<file path="src/hw/rtl/pnmb_pkg.sv">
// ----------------------------------------------------------------------------
// pnmb_pkg
// Shared types, constants and helpers of the periodic neighbour max bound core.
// ----------------------------------------------------------------------------
package pnmb_pkg;

    localparam int          MAX_EDGE_DEF = 16;
    localparam logic [4:0]  EDGE_RESET   = 5'd16;
    localparam logic [3:0]  CUBE_READS   = 4'd8;
    localparam logic [30:0] MAG_LIMIT    = 31'h7FFF_FFFF;

    typedef enum logic {
        OP_WRITE = 1'b0,
        OP_QUERY = 1'b1
    } t_opcode;

    typedef enum logic [1:0] {
        S_IDLE,
        S_READ,
        S_DONE
    } t_state;

    // Memory port strobes from the sequencer.
    typedef struct packed {
        logic we;
        logic re;
    } t_mem_ctl;

    // Finished query result handed to the output register.
    typedef struct packed {
        logic        valid;
        logic [30:0] bound;
        logic        range_error;
    } t_result;

    // Absolute value of a Q16.16 sample, saturated at 2^31-1.
    function automatic logic [30:0] mag_abs(input logic [31:0] raw);
        logic [31:0] neg;
        neg = ~raw + 32'd1;
        if (!raw[31]) begin
            return raw[30:0];
        end
        if (neg[31]) begin
            return MAG_LIMIT;
        end
        return neg[30:0];
    endfunction

endpackage

</file>
<file path="src/hw/rtl/pnmb_if.sv">
// ----------------------------------------------------------------------------
// pnmb_if
// Valid/ready channels of the core: command items in, query results out.
// ----------------------------------------------------------------------------
interface pnmb_in_if;
    logic        valid;
    logic        ready;
    logic        opcode;
    logic [3:0]  coord_x;
    logic [3:0]  coord_y;
    logic [3:0]  coord_z;
    logic [31:0] sample;

    modport source (output valid, opcode, coord_x, coord_y, coord_z, sample, input ready);
    modport sink   (input valid, opcode, coord_x, coord_y, coord_z, sample, output ready);
endinterface


</file>
<file path="src/hw/rtl/pnmb_seq.sv">
// ----------------------------------------------------------------------------
// pnmb_seq
// Command sequencer: stores writes, walks the eight cube reads of a query
// and keeps the running peak magnitude.
// ----------------------------------------------------------------------------
module pnmb_seq #(
    parameter int MAX_EDGE = pnmb_pkg::MAX_EDGE_DEF,
    parameter int DEPTH    = MAX_EDGE * MAX_EDGE * MAX_EDGE,
    parameter int AW       = $clog2(DEPTH)
) (
    input  logic                 i_clk,
    input  logic                 i_rst_n,
    pnmb_in_if.sink              i_in,
    input  logic [4:0]           i_edge_len,
    output pnmb_pkg::t_mem_ctl   o_mem,
    output logic [AW-1:0]        o_mem_addr,
    output logic [31:0]          o_mem_wdata,
    input  logic [31:0]          i_mem_rdata,
    output pnmb_pkg::t_result    o_res,
    input  logic                 i_res_ready
);
    import pnmb_pkg::*;

    localparam logic [4:0] EdgeClip = (MAX_EDGE > 31) ? 5'd31 : 5'(MAX_EDGE);

    t_state      r_state, n_state;
    logic [3:0]  r_cnt, n_cnt;
    logic [30:0] r_best, n_best;
    logic        r_err, n_err;
    logic        r_rd_vld;
    logic [4:0]  r_x0, r_x1, r_y0, r_y1, r_z0, r_z1;

    logic [4:0]  edge_n;
    logic [4:0]  in_x, in_y, in_z;
    logic        in_inside;
    logic        in_acc;
    logic [30:0] mag_now;
    logic [4:0]  sel_x, sel_y, sel_z;

    function automatic logic [4:0] step_wrap(input logic [4:0] k, input logic [4:0] n);
        logic [4:0] k1;
        k1 = k + 5'd1;
        return (k1 >= n) ? 5'd0 : k1;
    endfunction

    function automatic logic [AW-1:0] cell_addr(input logic [4:0] x, input logic [4:0] y,
                                                 input logic [4:0] z);
        int unsigned a;
        a = (int'(x) * MAX_EDGE + int'(y)) * MAX_EDGE + int'(z);
        return AW'(a);
    endfunction

    assign edge_n    = (i_edge_len > EdgeClip) ? EdgeClip : i_edge_len;
    assign in_x      = {1'b0, i_in.coord_x};
    assign in_y      = {1'b0, i_in.coord_y};
    assign in_z      = {1'b0, i_in.coord_z};
    assign in_inside = (in_x < edge_n) && (in_y < edge_n) && (in_z < edge_n);
    assign in_acc    = i_in.valid && i_in.ready;
    assign mag_now   = mag_abs(i_mem_rdata);

    // cube corner k: bit 2 picks x+1, bit 1 y+1, bit 0 z+1
    assign sel_x = r_cnt[2] ? r_x1 : r_x0;
    assign sel_y = r_cnt[1] ? r_y1 : r_y0;
    assign sel_z = r_cnt[0] ? r_z1 : r_z0;

    always_comb begin
        n_state           = r_state;
        n_cnt             = r_cnt;
        n_best            = r_best;
        n_err             = r_err;
        o_mem             = '0;
        o_mem_addr        = cell_addr(sel_x, sel_y, sel_z);
        o_mem_wdata       = i_in.sample;
        o_res.valid       = 1'b0;
        o_res.bound       = r_best;
        o_res.range_error = r_err;
        i_in.ready        = 1'b0;
        unique case (r_state)
            S_IDLE: begin
                // nothing is taken while reset is held
                i_in.ready = i_rst_n;
                o_mem_addr = cell_addr(in_x, in_y, in_z);
                if (i_in.valid && i_rst_n) begin
                    if (t_opcode'(i_in.opcode) == OP_WRITE) begin
                        o_mem.we = in_inside;
                    end else if (!in_inside) begin
                        n_best  = '0;
                        n_err   = 1'b1;
                        n_state = S_DONE;
                    end else begin
                        // corner 0 is read straight off the command
                        o_mem.re = 1'b1;
                        n_cnt    = 4'd1;
                        n_best   = '0;
                        n_err    = 1'b0;
                        n_state  = S_READ;
                    end
                end
            end
            S_READ: begin
                n_best = (mag_now > r_best) ? mag_now : r_best;
                if (r_cnt != CUBE_READS) begin
                    o_mem.re = 1'b1;
                    n_cnt    = r_cnt + 4'd1;
                end else begin
                    n_state = S_DONE;
                end
            end
            S_DONE: begin
                o_res.valid = 1'b1;
                if (i_res_ready) begin
                    n_state = S_IDLE;
                end
            end
            default: n_state = S_IDLE;
        endcase
    end

    always_ff @(posedge i_clk) begin
        if (!i_rst_n) begin
            r_state  <= S_IDLE;
            r_rd_vld <= 1'b0;
        end else begin
            r_state  <= n_state;
            r_rd_vld <= o_mem.re;
        end
    end

    always_ff @(posedge i_clk) begin
        r_cnt  <= n_cnt;
        r_best <= n_best;
        r_err  <= n_err;
        if (in_acc) begin
            r_x0 <= in_x;
            r_y0 <= in_y;
            r_z0 <= in_z;
            r_x1 <= step_wrap(in_x, edge_n);
            r_y1 <= step_wrap(in_y, edge_n);
            r_z1 <= step_wrap(in_z, edge_n);
        end
    end

    a_one_access: assert property (@(posedge i_clk) disable iff (!i_rst_n)
        !(o_mem.we && o_mem.re))
        else $error("grid write and read in the same cycle");

    a_read_data_lines_up: assert property (@(posedge i_clk) disable iff (!i_rst_n)
        r_state == S_READ |-> r_rd_vld)
        else $error("accumulating without read data");

    a_all_corners: assert property (@(posedge i_clk) disable iff (!i_rst_n)
        r_state == S_READ && n_state == S_DONE |-> r_cnt == CUBE_READS)
        else $error("query finished before all corners were read");

    a_range_zero: assert property (@(posedge i_clk) disable iff (!i_rst_n)
        o_res.valid && o_res.range_error |-> o_res.bound == '0)
        else $error("range error result with nonzero bound");

endmodule

</file>
<file path="src/flat_wrapper.sv">
// flat-port wrapper written by rule: the top's interface ports become plain ports
module pnmb_seq_flat import pnmb_pkg::*;
#(
    parameter int MAX_EDGE = pnmb_pkg::MAX_EDGE_DEF,
    parameter int DEPTH    = MAX_EDGE * MAX_EDGE * MAX_EDGE,
    parameter int AW       = $clog2(DEPTH)
)
  (i_clk, i_rst_n, i_edge_len, o_mem, o_mem_addr, o_mem_wdata, i_mem_rdata, o_res, i_res_ready, i_in_valid, i_in_opcode, i_in_coord_x, i_in_coord_y, i_in_coord_z, i_in_sample, i_in_ready);
  pnmb_in_if i_in_i ();
  input  logic i_clk;
  input  logic i_rst_n;
  input  logic [4:0] i_edge_len;
  output pnmb_pkg::t_mem_ctl o_mem;
  output logic [AW-1:0] o_mem_addr;
  output logic [31:0] o_mem_wdata;
  input  logic [31:0] i_mem_rdata;
  output pnmb_pkg::t_result o_res;
  input  logic i_res_ready;
  input wire logic [$bits(i_in_i.valid)-1:0] i_in_valid;
  input wire logic [$bits(i_in_i.opcode)-1:0] i_in_opcode;
  input wire logic [$bits(i_in_i.coord_x)-1:0] i_in_coord_x;
  input wire logic [$bits(i_in_i.coord_y)-1:0] i_in_coord_y;
  input wire logic [$bits(i_in_i.coord_z)-1:0] i_in_coord_z;
  input wire logic [$bits(i_in_i.sample)-1:0] i_in_sample;
  output wire logic [$bits(i_in_i.ready)-1:0] i_in_ready;
  assign i_in_i.valid = i_in_valid;
  assign i_in_i.opcode = i_in_opcode;
  assign i_in_i.coord_x = i_in_coord_x;
  assign i_in_i.coord_y = i_in_coord_y;
  assign i_in_i.coord_z = i_in_coord_z;
  assign i_in_i.sample = i_in_sample;
  assign i_in_ready = i_in_i.ready;
  pnmb_seq #(.MAX_EDGE(MAX_EDGE), .DEPTH(DEPTH), .AW(AW)) u_core (.i_clk(i_clk), .i_rst_n(i_rst_n), .i_in(i_in_i), .i_edge_len(i_edge_len), .o_mem(o_mem), .o_mem_addr(o_mem_addr), .o_mem_wdata(o_mem_wdata), .i_mem_rdata(i_mem_rdata), .o_res(o_res), .i_res_ready(i_res_ready));
endmodule
</file>
<file path="config.mk">
export PLATFORM = sky130hd
export DESIGN_NAME = pnmb_seq_flat
export DESIGN_NICKNAME = d
export VERILOG_FILES = /design/src/hw/rtl/pnmb_pkg.sv /design/src/hw/rtl/pnmb_if.sv /design/src/hw/rtl/pnmb_seq.sv /design/src/flat_wrapper.sv
export SDC_FILE = /design/constraint.sdc
export NUM_CORES = 1
export LEC_CHECK = 0
export ABC_AREA = 1
export BUFFER_PORTS_ARGS = -buffer_cell sky130_fd_sc_hd__buf_2
export CORE_MARGIN = 3
export CORE_UTILIZATION = 39
export CTS_BUF_LIST = sky130_fd_sc_hd__clkbuf_8
export DETAILED_ROUTE_END_ITERATION = 10
export PLACE_DENSITY_LB_ADDON = 0.25
export SETUP_SLACK_MARGIN = 0.1
export SLEW_MARGIN = 25
export SYNTH_ARGS = -nofsm -noshare
export SYNTH_HDL_FRONTEND = slang
export SYNTH_SLANG_ARGS = --single-unit
</file>
<file path="constraint.sdc">
create_clock -name i_clk -period 3.25 [get_ports i_clk]
set_input_delay 0.325 -clock i_clk [delete_from_list [all_inputs] [get_ports i_clk]]
set_output_delay 0.325 -clock i_clk [all_outputs]
set_load 0.05 [all_outputs]
</file>
==> results.md <==
* Run status: completed
* Layout area overhead at 12.54%
* Vias in the first global route at 4810
* CTS buffer count at 9
* Final Hold Fails at 0
* Die Ht at 129.9 um
* Gr usage total at 18.33%
* Dpl ws at -0.03583 ns
* Synth top area cells: edfxtp_1 31%, ha_1 14%, nand2_1 11%
* Max Root-Sink Buffers at 2
* Top FF cell, synth: edfxtp_1
* P_int at 1714 uW
* Die Wd at 129.9 um
* Reg2reg start: u_core.r_state[1]
* Starting density of the core at 40.58%
* Filler cells at around 1500
* Cell variety after synth at 37
* Synthesized Nets at 957
* Yosys top cell area share at 31.10%
* Arr. time, crit path at slightly below 3 ns
* Critical Path Max Stage Delay at 0.29 ns
* Initial antenna violation count at 0
* Synth Instances at around 800
* Iter 0 DRT Violations at 229
* Synth area leader: edfxtp_1
* Hold Path Class: in2reg
* Maximum vdd drop at 0.3077 mV
* HPWL after detailed placement at approximately 12000 um
* Grt total ovfl at 0
* Core ar. at 14750 um^2
* Max-cap violation count at 0
* Wire per inst at 14.03 um
* Ys async rst share at 0%
* CTS tree: yes
* CTS sink cnt at between 60 and 70
* Post-CTS Setup Repair Bufs at 0
* Switch Pwr at 869.5 uW
* Comb power frac at 29.0%
* Worst setup EP type: register
* Most frequent cells after synthesis: 179 x nand2_1, 131 x inv_1, 94 x nor2_1
* Worst-path fanout max at 16
* GRT met1 Usage at 25.67%
* Fin crit period at 2.892 ns
* Skew-Pair Late Insertion Delay at 0.36 ns
* Largest net degree at the start of global routing at 33
* CTS root buf: clkbuf_8
* Die area at around 17000 um^2
* Fin worst setup slack at ~0.36 ns
* Final ANT Viol Nets at 0
* Sequential share of power at 37.8%
* Ports at 166
* CP Class: in2reg
* Most common cell on crit path: nand2_1
* Rel. slew slack at 63.47%
* Fin nets at about 1000
* Number of enable flip-flop cells after synthesis at 62
* Gpl congestion at about 0.96
* # DRC at 0
* Fmax at 345.8 MHz
* H-tree levels at 3
* Hold Buf Count CTS at 0
* CP cell instances: buf_2, nor2_1, nand2_2, nor2_2, nand2_1, nor2_4, nand2_1, nand3_1, nand2_2, nor2_2, inv_1, ha_1, nand2_1, nor2_1, nand4_1, nor3_1, nand2_1, nand2_1, nand2_1, nand2_2, buf_12
* Met2 Usage GRT at between 20 and 30%
* Setup TNS at 0 ns
* Pins Over Slew Limit at 0
* Avg Cell Area, Syn at roughly 7.5 um^2
* Post-synthesis register bit count at 64
* Ant diodes at 0
* CTS clk-pin slew, worst paths at 0.08 ns
* DRT Wirelength at between 10000 and 15000 um
* GR peak layer: met2
* Number of cell rows at 44
* Final setup vio count at 0
* Lkg Pwr at 0.003504 uW
* Crit start category: input port
* Tcrit/Tclk final at 88.98%
* Vias at slightly above 5000
* Sw Ratio at 33.65%
* Post-Syn Area at between 5000 and 6000 um^2
* First-pass GRT wire length at between 20000 and 25000 um
* Vias per cell at 4.835
* Slowest-stage cell, CP: ha_1
* Clk network pwr share at roughly 33%
* Seq/Total Area, Yosys at 31.77%
* CP startpoint: i_mem_rdata[1]
* Port buffer count at 101
* Yosys warnings at 0
* Pre-antenna DRT Iters at 5
* Setup Skew at 0.01339 ns
* Hold Startpoint: i_in_coord_y[1]
* Least-Margin Pin Slew at 0.5474 ns
* RSZ-0062 raised after global routing: no
* Worst path required time at 3.32 ns
* Count leader, synth: nand2_1
* M3 GR Usage at 3.807%
* Post-CTS Resized at 0
* P per Cell Area at 383.5 nW/um^2
* Fraction of layout cells with a size suffix above 1 at 19.98%
layout make-up:
cell class | instances | area, um^2 | area share (%)
Clock buffer | 10 | 137.6 | 2.043
Clock inverter | 6 | 108.9 | 1.616
Inverter | 136 | 510.5 | 7.577
Multi-Input combinational cell | 556 | 3258 | 48.36
Sequential cell | 64 | 1902 | 28.23
Tap cell | 184 | 230.2 | 3.417
Timing Repair Buffer | 109 | 590.6 | 8.765
power groups by stage:
stage               Sequential [uW]  Clock, uW  Combinational [uW]
floorplan                      1040          0                 585
global placement                994          0                 748
detailed placement              995          0                 752
CTS                             976        880                 756
global route                    981        908                 845
finish                          976        858                 750
stage by stage:
step	total power (uW)	util (%)	hold slack [ns]	cell area, um^2	cells
after floorplan	1630	-	0.4239	5998	803
after global placement	1742	43.96	0.5780	6486	1049
after detailed placement	1747	43.96	0.5802	6486	1049
after CTS	2613	45.63	0.1905	6733	1065
after global routing	2734	45.67	0.2030	6738	1065
final	2584	45.67	0.2120	6738	1065
cells in the final DEF, fill, tap and decap left out, types with 2 or more instances in the layout:
| cell type | count |
|---|---|
| nand2_2 | 10 |
| clkbuf_8 | 10 |
| inv_2 | 5 |
| bufinv_16 | 3 |
| or2_2 | 3 |
| nand3_2 | 13 |
| o21bai_1 | 8 |
| ha_1 | 68 |
| and2_1 | 2 |
| nor3_1 | 7 |
| o21ai_1 | 6 |
| xor2_1 | 14 |
| nand4_1 | 12 |
| nor2_1 | 93 |
| clkinvlp_4 | 2 |
| nor2_2 | 10 |
| o21ai_0 | 21 |
| buf_4 | 6 |
| edfxtp_1 | 62 |
| buf_2 | 101 |
| buf_12 | 2 |
| nand3b_1 | 2 |
| inv_1 | 132 |
| xnor2_1 | 6 |
| nor2_4 | 8 |
| a21oi_1 | 48 |
| dfxtp_1 | 2 |
| nand3_1 | 36 |
| nand2_1 | 178 |
| o21a_1 | 3 |
sequential cells by signal, indices dropped and copies added, names as in the netlist:
name / count
u_core.r_best: 31
u_core.r_y1: 5
u_core.r_z1: 5
u_core.r_cnt: 4
u_core.r_x0: 4
u_core.r_x1: 4
u_core.r_y0: 4
u_core.r_z0: 4
u_core.r_state: 2
u_core.r_err: 1
kinds of logic after synthesis:
family	after synthesis	synth area share, %
adder cells (fa/ha/maj)	68	14.21
XOR/XNOR	20	2.926
AND/OR/NAND/NOR	378	28.88
AO/OA/AOI/OAI	90	8.130
flip-flops	64	31.77
buffers and inverters	183	14.09
worst paths after layout:
path | to | slack (ns) | depth (start not counted)
setup / recovery | u_core.r_best[7] | 0.36 | 21
hold / removal | u_core.r_y0[1] | 0.21 | 1
setup reg to reg | u_core.r_cnt[2] | 1.14 | 5
hold reg to reg | u_core.r_cnt[3] | 0.64 | 2
worst max-delay path, delay by kind of cell:
| family | cells | cell delay (ns) |
|---|---|---|
| buf+inv | 3 | 0.36 |
| fa+ha+maj | 1 | 0.29 |
| simple gates | 17 | 1.97 |
routing by layer:
metal | vias up | routed length (um) | part of all wire (%)
met5 | - | 0 | 0
met4 | 0 | 191 | 1.3
met3 | 16 | 680 | 4.5
met2 | 117 | 6789 | 45
met1 | 2317 | 7286 | 49
li1 | 2699 | - | -
No activity file was read; power rests on OpenSTA's default activity.
